### config.mk
export PLATFORM = sky130hd
export DESIGN_NAME = anf_parser
export DESIGN_NICKNAME = d
export VERILOG_FILES = /design/src/rtl/anf_pkg.sv /design/src/rtl/anf_parser.sv
export SDC_FILE = /design/constraint.sdc
export NUM_CORES = 1
export LEC_CHECK = 0
export ABC_AREA = 1
export BUFFER_PORTS_ARGS = -buffer_cell sky130_fd_sc_hd__buf_2
export CAP_MARGIN = 20
export CORE_MARGIN = 2
export CORE_UTILIZATION = 50
export CTS_CLUSTER_SIZE = 28
export DETAILED_ROUTE_END_ITERATION = 8
export PLACE_DENSITY = 0.75
export SYNTH_ARGS = -nofsm -noshare
export SYNTH_HDL_FRONTEND = slang
export SYNTH_SLANG_ARGS = --single-unit
export TNS_END_PERCENT = 5
### constraint.sdc
create_clock -name clock -period 2.4 [get_ports clock]
set_input_delay 0.48 -clock clock [delete_from_list [all_inputs] [get_ports clock]]
set_output_delay 0.48 -clock clock [all_outputs]
set_load 0.02 [all_outputs]
### src/rtl/anf_pkg.sv
package anf_pkg;
   localparam int TABLE_ENTRIES = 16;
   localparam int NAME_LEN = 32;
   localparam logic [1:0] REQ_ADV   = 2'd0;
   localparam logic [1:0] REQ_READ  = 2'd1;
   localparam logic [1:0] REQ_CLEAR = 2'd2;
   localparam logic [2:0] ST_NONAME   = 3'd0;
   localparam logic [2:0] ST_MISMATCH = 3'd1;
   localparam logic [2:0] ST_UPDATED  = 3'd2;
   localparam logic [2:0] ST_ADDED    = 3'd3;
   localparam logic [2:0] ST_REPLACED = 3'd4;
   localparam logic [2:0] ST_READ     = 3'd5;
   localparam logic [2:0] ST_CLEARED  = 3'd6;
   localparam logic [7:0] TYPE_NAME_FULL  = 8'h09;
   localparam logic [7:0] TYPE_NAME_SHORT = 8'h08;
   localparam logic [23:0] PREFIX_RESET = 24'h415453;
endpackage

### src/rtl/anf_parser.sv
module anf_parser (
   input  logic clock,
   input  logic reset,
   input  logic byte_en,
   input  logic restart,
   input  logic [7:0] adv_byte,
   output logic name_found,
   output logic [$clog2(anf_pkg::NAME_LEN)-1:0] cap_len,
   output logic [7:0] stage_rd [3],
   input  logic [$clog2(anf_pkg::NAME_LEN)-1:0] stage_ra,
   output logic [7:0] stage_rq
);
   import anf_pkg::*;
   localparam int LW = $clog2(NAME_LEN);
   typedef enum logic [1:0] {PH_LEN, PH_TYPE, PH_DATA, PH_DONE} phase_type;
   phase_type phase_ff, phase_in;
   logic [7:0] left_ff, left_in;
   logic found_ff, found_in;
   logic [LW-1:0] len_ff, len_in;
   logic wr;
   logic [7:0] stage_ff [NAME_LEN];

   always_comb begin
      phase_in = phase_ff; left_in = left_ff; found_in = found_ff; len_in = len_ff;
      wr = 1'b0;
      case (phase_ff)
         PH_LEN: begin
            if (adv_byte == 8'd0) phase_in = PH_DONE;
            else begin
               left_in = adv_byte - 8'd1; phase_in = PH_TYPE;
            end
         end
         PH_TYPE: begin
            if (adv_byte == TYPE_NAME_FULL || adv_byte == TYPE_NAME_SHORT) begin
               found_in = 1'b1; len_in = '0;
               phase_in = (left_ff == 8'd0) ? PH_DONE : PH_DATA;
            end else phase_in = (left_ff == 8'd0) ? PH_LEN : PH_DATA;
         end
         PH_DATA: begin
            if (found_ff && (len_ff < LW'(NAME_LEN-1))) begin
               wr = 1'b1; len_in = len_ff + 1'b1;
            end
            left_in = left_ff - 8'd1;
            if (left_in == 8'd0) phase_in = found_ff ? PH_DONE : PH_LEN;
         end
         default: ;
      endcase
   end

   always_ff @(posedge clock) begin
      if (reset || restart) begin
         phase_ff <= PH_LEN; left_ff <= '0; found_ff <= 1'b0; len_ff <= '0;
      end else if (byte_en) begin
         phase_ff <= phase_in; left_ff <= left_in; found_ff <= found_in; len_ff <= len_in;
      end
      if (byte_en && wr) stage_ff[len_ff] <= adv_byte;
   end

   assign name_found = found_ff;
   assign cap_len = len_ff;
   assign stage_rd[0] = stage_ff[0];
   assign stage_rd[1] = stage_ff[1];
   assign stage_rd[2] = stage_ff[2];
   assign stage_rq = stage_ff[stage_ra];
endmodule

# Yosys cells after proc, flatten, opt, wreduce, memory -nomap -nowiden
# Memory sizes are Yosys's and may differ from the RTL's.
# Cells that the tools add are included.
[totals]
reg_bits = 16
mem_bits_rw = 256
in_bits = 17
output_inout_bits = 38
elab_cells = 48
memories = 1
[op_classes]
addsub = 3
n_lt_le_gt_ge = 1
n_eq_ne = 8
muxes = 16
n_reduce_logical = 15
[mem_list]
columns = ["name", "depth", "word_bits", "rd", "rd_ports_with_merged_regs", "wr", "line_no", "text"]
rows = [
  ["stage_ff", 32, 8, 4, 0, 1, "anf_parser.sv:21", "logic [7:0] stage_ff [NAME_LEN];"],
]
[op_table]
columns = ["cell", "n"]
rows = [
  ["8-bit zero test", 3],
  ["8-bit by 4-bit == test with 1-bit output (second input constant)", 2],
  ["8-bit one-hot mux with 2 select lines", 1],
  ["8-bit by 1-bit subtractor with 8-bit output (second input constant)", 2],
  ["2-bit two-way mux", 5],
  ["5-bit two-way mux", 2],
  ["5-bit one-hot mux with 2 select lines", 1],
  ["3-bit AND reduction", 3],
  ["8-bit two-way mux", 1],
  ["2-bit inequality test (second input constant)", 4],
  ["2-bit one-hot mux with 3 select lines", 1],
  ["5-bit by 1-bit adder with 5-bit output (second input constant)", 1],
  ["5-bit less-than comparator (second input constant)", 1],
  ["1-bit two-way mux", 5],
  ["4-bit AND reduction", 1],
  ["2-bit nonzero test", 2],
  ["3-bit nonzero test", 1],
  ["2-bit by 1-bit == test with 1-bit output (second input constant)", 1],
  ["2-bit == test (second input constant)", 1],
  ["1-bit logical AND", 2],
  ["2-bit zero test", 1],
  ["1-bit logical OR", 2],
]

# Longest topological paths before layout
# Gate-level depths: netlist (run 1).
[depth]
depth_word = 7
ltp_mapped = 14
mapped_depth_nobuf = 14

# Least setup slack after synthesis (run 1)
# No wires, ideal clock.
[synth_timing]
path_kind = "input to output"
start = "input stage_ra[0] (netlist bit)"
end = "output stage_rq[5]"
arrival_time_ns = 1.590
slack_ns = 0.330
cell_stages = 11
path_buffers = 4
path_cell_list = "buf_4 -> inv_2 -> buf_6 -> buf_6 -> buf_6 -> nor2_1 -> o221ai_1 -> nand3_1 -> o21ai_1 -> nand2_1 -> nand2_1"
[synth_between]
elab_chain_len = 1
[synth_lines]
columns = ["element", "line_no", "text"]
rows = [
  ["start: declaration", "anf_parser.sv:10", "input logic [$clog2(anf_pkg::NAME_LEN)-1:0] stage_ra,"],
  ["memory read 32 x 8 bit", "n/a", ""],
  ["end: declaration", "anf_parser.sv:11", "output logic [7:0] stage_rq"],
]
# Every way passes these cells.

# Worst setup path after layout (run 1)
[layout_timing]
start = "input stage_ra[1] (netlist bit)"
end = "output stage_rq[1]"
# Same word-level chain as after synthesis.

==> Flow_metrics.wiki, run 1 <==
{| class="wikitable"
! Metric !! Value
|-
| Clock-pin slew of the registers on the worst-case setup and hold paths || 0.06 ns
|-
| Count leader, synth || edfxtp_1
|-
| Routability congestion estimate from global placement || 0.9100
|-
| Number of global-route vias before repair || 7,820
|-
| Number of standard-cell rows in the floorplan || 55
|-
| Critical path destination || stage_rq[1]
|-
| Initial DRC count || 971
|-
| Die W || 154.8 um
|-
| Routed via count || 8,197
|-
| Upper clock frequency limit || 417.8 MHz
|-
| RSZ-0062 raised after global routing || yes
|-
| Sequential area share after synthesis || 70.43%
|-
| Kind of end point of the critical path || output pin
|-
| Count of input and output buffers || 54
|-
| Number of buffers inserted for hold repair after clock tree synthesis || 0
|-
| Total global routing track utilization || 22.94%
|-
| Max-cap violations || 0
|-
| Number of antenna violations at the first check in global routing || 0
|-
| Asr flop ratio synth || 0%
|-
| Later-pin clock latency in the skew report || 0.55 ns
|-
| Storage element area || 8008 um^2
|-
| Worst reg2reg path endpoint || stage_ff[0][6]
|-
| Final net count || 1,103
|-
| Data arrival time at the worst-slack endpoint || 1.91 ns
|-
| Final total power || 10.05 mW
|-
| Yosys cell types || 30
|-
| Cell types occupying the most area after synthesis || edfxtp_1 68%, nor2_1 6.6%, o21ai_0 6.4%, o221ai_1 3.9%, dfxtp_1 2.8%
|-
| Register-to-Register Path Depth || 8
|-
| Result of the run || finished clean
|-
| Worst reg2reg setup slack || 0.27 ns
|-
| Combinational Power Share || 7.6%
|-
| Post-Route WL || 29,030 um
|-
| Critical path class || input pin to output pin
|-
| Reg2reg start || cap_len[2]
|-
| Nets in the synthesized netlist || 986
|-
| Synthesized area per cell || 11.88 um^2
|-
| Fill cell total of the finished layout || 1,623
|-
| Clk sink count || 272
|-
| Remaining routing DRC violations || 0
|-
| Final Non-Filler Cells || 1,377
|-
| Switching power || 2.251 mW
|-
| Maximum clock path buffer count || 3
|-
| GRT overflow || 0
|-
| Number of standard cells after synthesis || 957
|-
| Final number of max-transition violations || 0
|-
| P&R area growth vs syn || 19.74%
|-
| Core ar. || 22,500 um^2
|-
| Drt via density || 5.953
|-
| Worst rel slew slack || 66.72%
|-
| Transition at the pin with the smallest max-transition slack || 0.4973 ns
|-
| Average wire length per cell after detail routing || 21.08 um
|-
| Power per Cell Area || 738.0 nW/um^2
|-
| # diodes || 0
|-
| Dpl cells || 1,326
|-
| Worst setup path startpoint || stage_ra[1]
|-
| Initial cell density of the core || 50.53%
|-
| First-pass detailed-route iteration total || 5
|-
| Clock Root Buffer || clkbuf_16
|-
| Floorplan die height || 154.8 um
|-
| Worst voltage drop across the vdd grid || 0.0008398 V
|-
| Worst Setup Start Kind || input pin
|-
| Count of flip-flops with a built-in enable after synthesis || 256
|-
| Final hold violations || 0
|-
| Count of nets left with antenna violations after detail routing || 0
|-
| Net switching fraction of the power || 22.40%
|-
| Flip-flop cell with the highest count after synthesis || edfxtp_1
|-
| Number of endpoints failing setup at the final stage || 0
|-
| Number of synthesis warnings || 0
|-
| Post-synth top area share || 67.61%
|-
| Fraction of layout cells with a size suffix above 1 || 17.95%
|-
| #FFs+latches synth || 272
|-
| Area of the multi-input gates || 2997 um^2
|-
| Largest area contributor in the synthesized netlist || edfxtp_1
|-
| Final worst path period share || 99.72%
|-
| Standby leakage power || 4.802 nW
|-
| Internal power || 7.797 mW
|-
| HPWL reported at the end of detailed placement || 18,300 um
|-
| Setup Skew || 0.02105 ns
|-
| CTS tree || yes
|-
| Wire length of the first global-routing pass || 42,610 um
|-
| Total standard cell area after synthesis || 11,370 um^2
|-
| Period minus WS final || 2.393 ns
|-
| Clock network fraction of design power || 40.7%
|-
| Number of buffers inserted during clock tree synthesis || 26
|-
| Peak fanout along the critical path || 17
|-
| Die ar. || 23,960 um^2
|-
| H-tree lvl count || 1
|-
| Data required time at the worst endpoint || 1.92 ns
|-
| Sequential power share || 51.7%
|-
| Leading cell types by count after synthesis || 256 x edfxtp_1, 200 x nor2_1, 145 x o21ai_0
|-
| Class of the most critical hold timing path || input pin to flip-flop
|-
| Largest net degree at the start of global routing || 65
|-
| I/O pin total || 55
|}
sequential cells by signal, summed over array words and instances (netlist names):
name	cells
phase_ff	2
stage_ff	256
cap_len	5
name_found	1
left_ff	8
layer usage:
layer  track usage (%)  wire, um  vias to the layer above
met5                 0         0                        -
met4             10.89      1203                        0
met3             2.634      2296                       64
met2             39.60     14730                      449
met1             29.14     10810                     3951
li1                  -         -                     3733
how the worst min path moves through the flow:
stage	cells past startpoint	start	to	slack (ns)
final	3	byte_en	name_found	0.28
after floorplan	2	left_ff[3]	left_ff[3]	0.47
after detailed placement	2	left_ff[3]	left_ff[3]	0.50
after global placement	2	left_ff[3]	left_ff[3]	0.49
after CTS	3	byte_en	name_found	0.28
after global routing	3	byte_en	name_found	0.29
placed cells by master (no fill, tap or decap), types with 2 or more instances in the layout:
cell	n
a31oi_1	5
clkinv_2	5
xor2_1	4
nand2_1	76
and2_1	2
clkbuf_1	3
clkbuf_8	4
bufinv_16	2
inv_8	2
nand3_2	2
buf_6	5
o221ai_2	3
buf_4	70
o221ai_1	48
clkinv_1	4
a21oi_1	15
buf_8	2
o21ai_1	21
o21ai_2	2
buf_2	48
nor2_1	200
dfxtp_1	16
nand3_1	43
buf_12	12
clkbuf_16	30
ha_1	12
inv_1	36
edfxtp_1	256
o21ai_0	136
o22ai_1	14
layout make-up:
class	count	share of cell area (%)
clock inverters	13	1.084
repair buffers	143	9.016
multi-input cells	592	22.01
inverters	39	1.186
flip-flops and latches	272	58.82
well taps	285	2.619
clock buffers	33	5.266
power by group through the flow:
stage          registers, mW  clock network [mW]  logic, mW
3_5_place_dp            5.30                   0      0.686
2_1_floorplan           5.30                   0      0.396
4_1_cts                 5.20                4.12      0.694
5_1_grt                 5.20                4.31      0.824
6_report                5.20                4.09      0.760
3_3_place_gp            5.30                   0      0.671
critical path: stages:
cell and delay, ns:
clkbuf_4 0.21, buf_6 0.20, o21ai_0 0.11, o221ai_1 0.25, nand3_1 0.21, nand3_1 0.14
and2_1 0.15, buf_2 0.16
stage by stage:
step | cell area, um^2 | setup TNS [ns] | utilization (%) | setup WS, ns | hold slack (ns)
detailed placement | 12500 | -0.08332 | 55.55 | -0.05033 | 0.4959
floorplan | 11370 | 0 | - | 0.3302 | 0.4714
finish | 13610 | 0 | 60.50 | 0.006684 | 0.2785
global route | 13610 | -0.1639 | 60.50 | -0.08151 | 0.2944
global placement | 12500 | -0.04024 | 55.55 | -0.02547 | 0.4879
CTS | 13380 | -0.003755 | 59.47 | -0.002491 | 0.2803
logic make-up (layout without fill, tap and decap cells):
logic type                 Yosys count  count (layout)  share of synthesized area (%)
adders and majority gates           12              12                          1.321
and+or+nand+nor                    330             330                          11.64
buffers and inverters               93             228                          3.532
DFF                                272             272                          70.43
AOI/OAI and AO/OA                  246             246                          12.77
xor gates and xnor gates             4               4                         0.3081
timing repair:
action | in CTS | in global routing
setup buffers | 0 | 1
endpoints found under the setup margin | 5 | 7
gates resized for setup | 7 | 40
pin swaps | 0 | 10
gates cloned | 0 | 4
(Power assumes the default switching activity.)
==> inputs of run 2 (changes only) <==
--- a/config.mk
+++ b/config.mk
@@ -6,13 +6,13 @@
 export NUM_CORES = 1
 export LEC_CHECK = 0
 export ABC_AREA = 1
-export BUFFER_PORTS_ARGS = -buffer_cell sky130_fd_sc_hd__buf_2
 export CAP_MARGIN = 20
 export CORE_MARGIN = 2
 export CORE_UTILIZATION = 50
 export CTS_CLUSTER_SIZE = 28
 export DETAILED_ROUTE_END_ITERATION = 8
-export PLACE_DENSITY = 0.75
+export DONT_BUFFER_PORTS = 1
+export PLACE_DENSITY = 0.73
 export SYNTH_ARGS = -nofsm -noshare
 export SYNTH_HDL_FRONTEND = slang
 export SYNTH_SLANG_ARGS = --single-unit
==> Flow_metrics.wiki, run 2 (same netlist as run 1, synthesis figures left out) <==
{| class="wikitable"
! Metric !! Value
|-
| Result of the run || finished clean
|-
| Clock-pin slew of the registers on the worst-case setup and hold paths || 0.07 ns
|-
| Wire length on met2 || 13,180 um
|-
| Die ar. || 23,960 um^2
|-
| Critical path class || flip-flop to output pin
|-
| Initial DRC count || 761
|-
| Power per Cell Area || 759.9 nW/um^2
|-
| P&R area growth vs syn || 12.55%
|-
| Remaining routing DRC violations || 0
|-
| First-pass detailed-route iteration total || 6
|-
| Data arrival time at the worst-slack endpoint || 1.87 ns
|-
| Storage element area || 8008 um^2
|-
| Largest net degree at the start of global routing || 130
|-
| # diodes || 0
|-
| Clk sink count || 272
|-
| Period minus WS final || 2.352 ns
|-
| Floorplan die height || 154.8 um
|-
| GRT overflow || 0
|-
| CTS tree || yes
|-
| Core ar. || 22,500 um^2
|-
| Most common cell after layout, fill and taps aside || edfxtp_1
|-
| Worst voltage drop across the vdd grid || 0.0009090 V
|-
| Setup Skew || 0.01764 ns
|-
| Number of buffers inserted during clock tree synthesis || 25
|-
| Later-pin clock latency in the skew report || 0.53 ns
|-
| Maximum clock path buffer count || 3
|-
| Initial cell density of the core || 50.53%
|-
| Class of the most critical hold timing path || input pin to flip-flop
|-
| Cell Chain, Critical Path || o21ai_0 -> o221ai_1 -> nand3_1 -> o21ai_1 -> nand2_1 -> nand2_2
|-
| I/O pin total || 55
|-
| Die W || 154.8 um
|-
| Fill cell total of the finished layout || 1,737
|-
| Drt via density || 5.933
|-
| Setup slack at placement || 0.1067 ns
|-
| Area of the multi-input gates || 2977 um^2
|-
| Routability congestion estimate from global placement || 0.8748
|-
| Number of endpoints failing setup at the final stage || 0
|-
| Number of global-route vias before repair || 7,439
|-
| Standby leakage power || 4.290 nW
|-
| Slowest stage delay, CP || 0.51 ns
|-
| Upper clock frequency limit || 425.1 MHz
|-
| Register ranked first by flip-flop count || stage_ff
|-
| H-tree lvl count || 1
|-
| Post_cts resized || 0
|-
| Worst Setup Start Kind || flip-flop
|-
| Total global routing track utilization || 22.45%
|-
| Wire length of the first global-routing pass || 41,630 um
|-
| Number of standard-cell rows in the floorplan || 55
|-
| Count of nets left with antenna violations after detail routing || 0
|-
| Transition at the pin with the smallest max-transition slack || 0.5226 ns
|-
| Final core utilization || 56.86%
|-
| Number of antenna violations at the first check in global routing || 0
|-
| Peak fanout along the critical path || 2
|-
| Post-Route WL || 26,850 um
|-
| Final hold violations || 0
|-
| Average wire length per cell after detail routing || 20.86 um
|-
| Clock Root Buffer || clkbuf_16
|-
| Detailed-route wire length on metal 1 || 10,780 um
|-
| Routed via count || 7,636
|-
| Number of buffers inserted for hold repair after clock tree synthesis || 0
|-
| Worst hold slack across all endpoints || 0.04868 ns
|-
| HPWL reported at the end of detailed placement || 16,620 um
|-
| Data required time at the worst endpoint || 1.92 ns
|-
| RSZ-0062 raised after global routing || yes
|-
| Count of input and output buffers || 0
|-
| Worst rel slew slack || 65.03%
|-
| Kind of end point of the critical path || output pin
|-
| Final number of max-transition violations || 0
|-
| Worst-case setup margin in the final layout || 0.04775 ns
|-
| Fraction of layout cells with a size suffix above 1 || 10.48%
|-
| Slowest cell on crit path || edfxtp_1
|-
| Detail Route met3 WL || 2098 um
|-
| Max-cap violations || 0
|-
| Final net count || 1,012
|-
| Top library cells by usage in the layout, fill and taps aside || 256 x edfxtp_1, 200 x nor2_1, 141 x o21ai_0, 72 x nand2_1, 51 x o221ai_1
|-
| Max FFs per register || 256
|-
| Top layer used by detailed routing || met4
|-
| Final worst path period share || 98.01%
|-
| Total setup buffers inserted after CTS || 0
|-
| Final total power || 9.724 mW
|}
[run 2: worst paths after layout]
| check | startpoint | end | slack [ns] | cells past startpoint |
|---|---|---|---|---|
| max | stage_ff[1][2] | stage_rq[2] | 0.05 | 6 |
| min | adv_byte[5] | stage_ff[13][5] | 0.05 | 0 |
| max reg2reg | phase_ff[0] | stage_ff[8][7] | 0.32 | 9 |
| min reg2reg | left_ff[3] | left_ff[3] | 0.52 | 2 |
[run 2: critical path, delay by kind of cell, from the launching register on]
family	cells	cell delay [ns]
and+or+nand+nor	3	0.38
AOI/OAI and AO/OA	3	0.46
DFF	1	0.51
[run 2: power breakdown]
part	switching (mW)	leakage [nW]	total [mW]	internal, mW
sequential	0.00734	2.43	5.20	5.19
clock	1.76	0.408	4.05	2.29
combinational	0.311	1.45	0.481	0.169
[run 2: layer usage]
metal / vias to the layer above / global-route usage (%)
met5: - / 0
met4: 0 / 7.672
met3: 54 / 3.839
met2: 334 / 37.56
met1: 3696 / 30.01
li1: 3552 / -
[run 2: layout make-up]
class                   instances  area share [%]
clock buffers                  28           4.977
clock inverters                18           1.633
inverters                      39           1.164
multi-input cells             592           23.26
flip-flops and latches        272           62.58
well taps                     285           2.787
repair buffers                 53           3.598
[run 2: metrics by stage]
step | instances | cell area (um^2) | TNS (ns)
floorplan | 957 | 11370 | 0
global placement | 1241 | 11930 | 0
detailed placement | 1241 | 11930 | 0
CTS | 1287 | 12780 | 0
global route | 1287 | 12800 | -0.05665
finish | 1287 | 12800 | 0
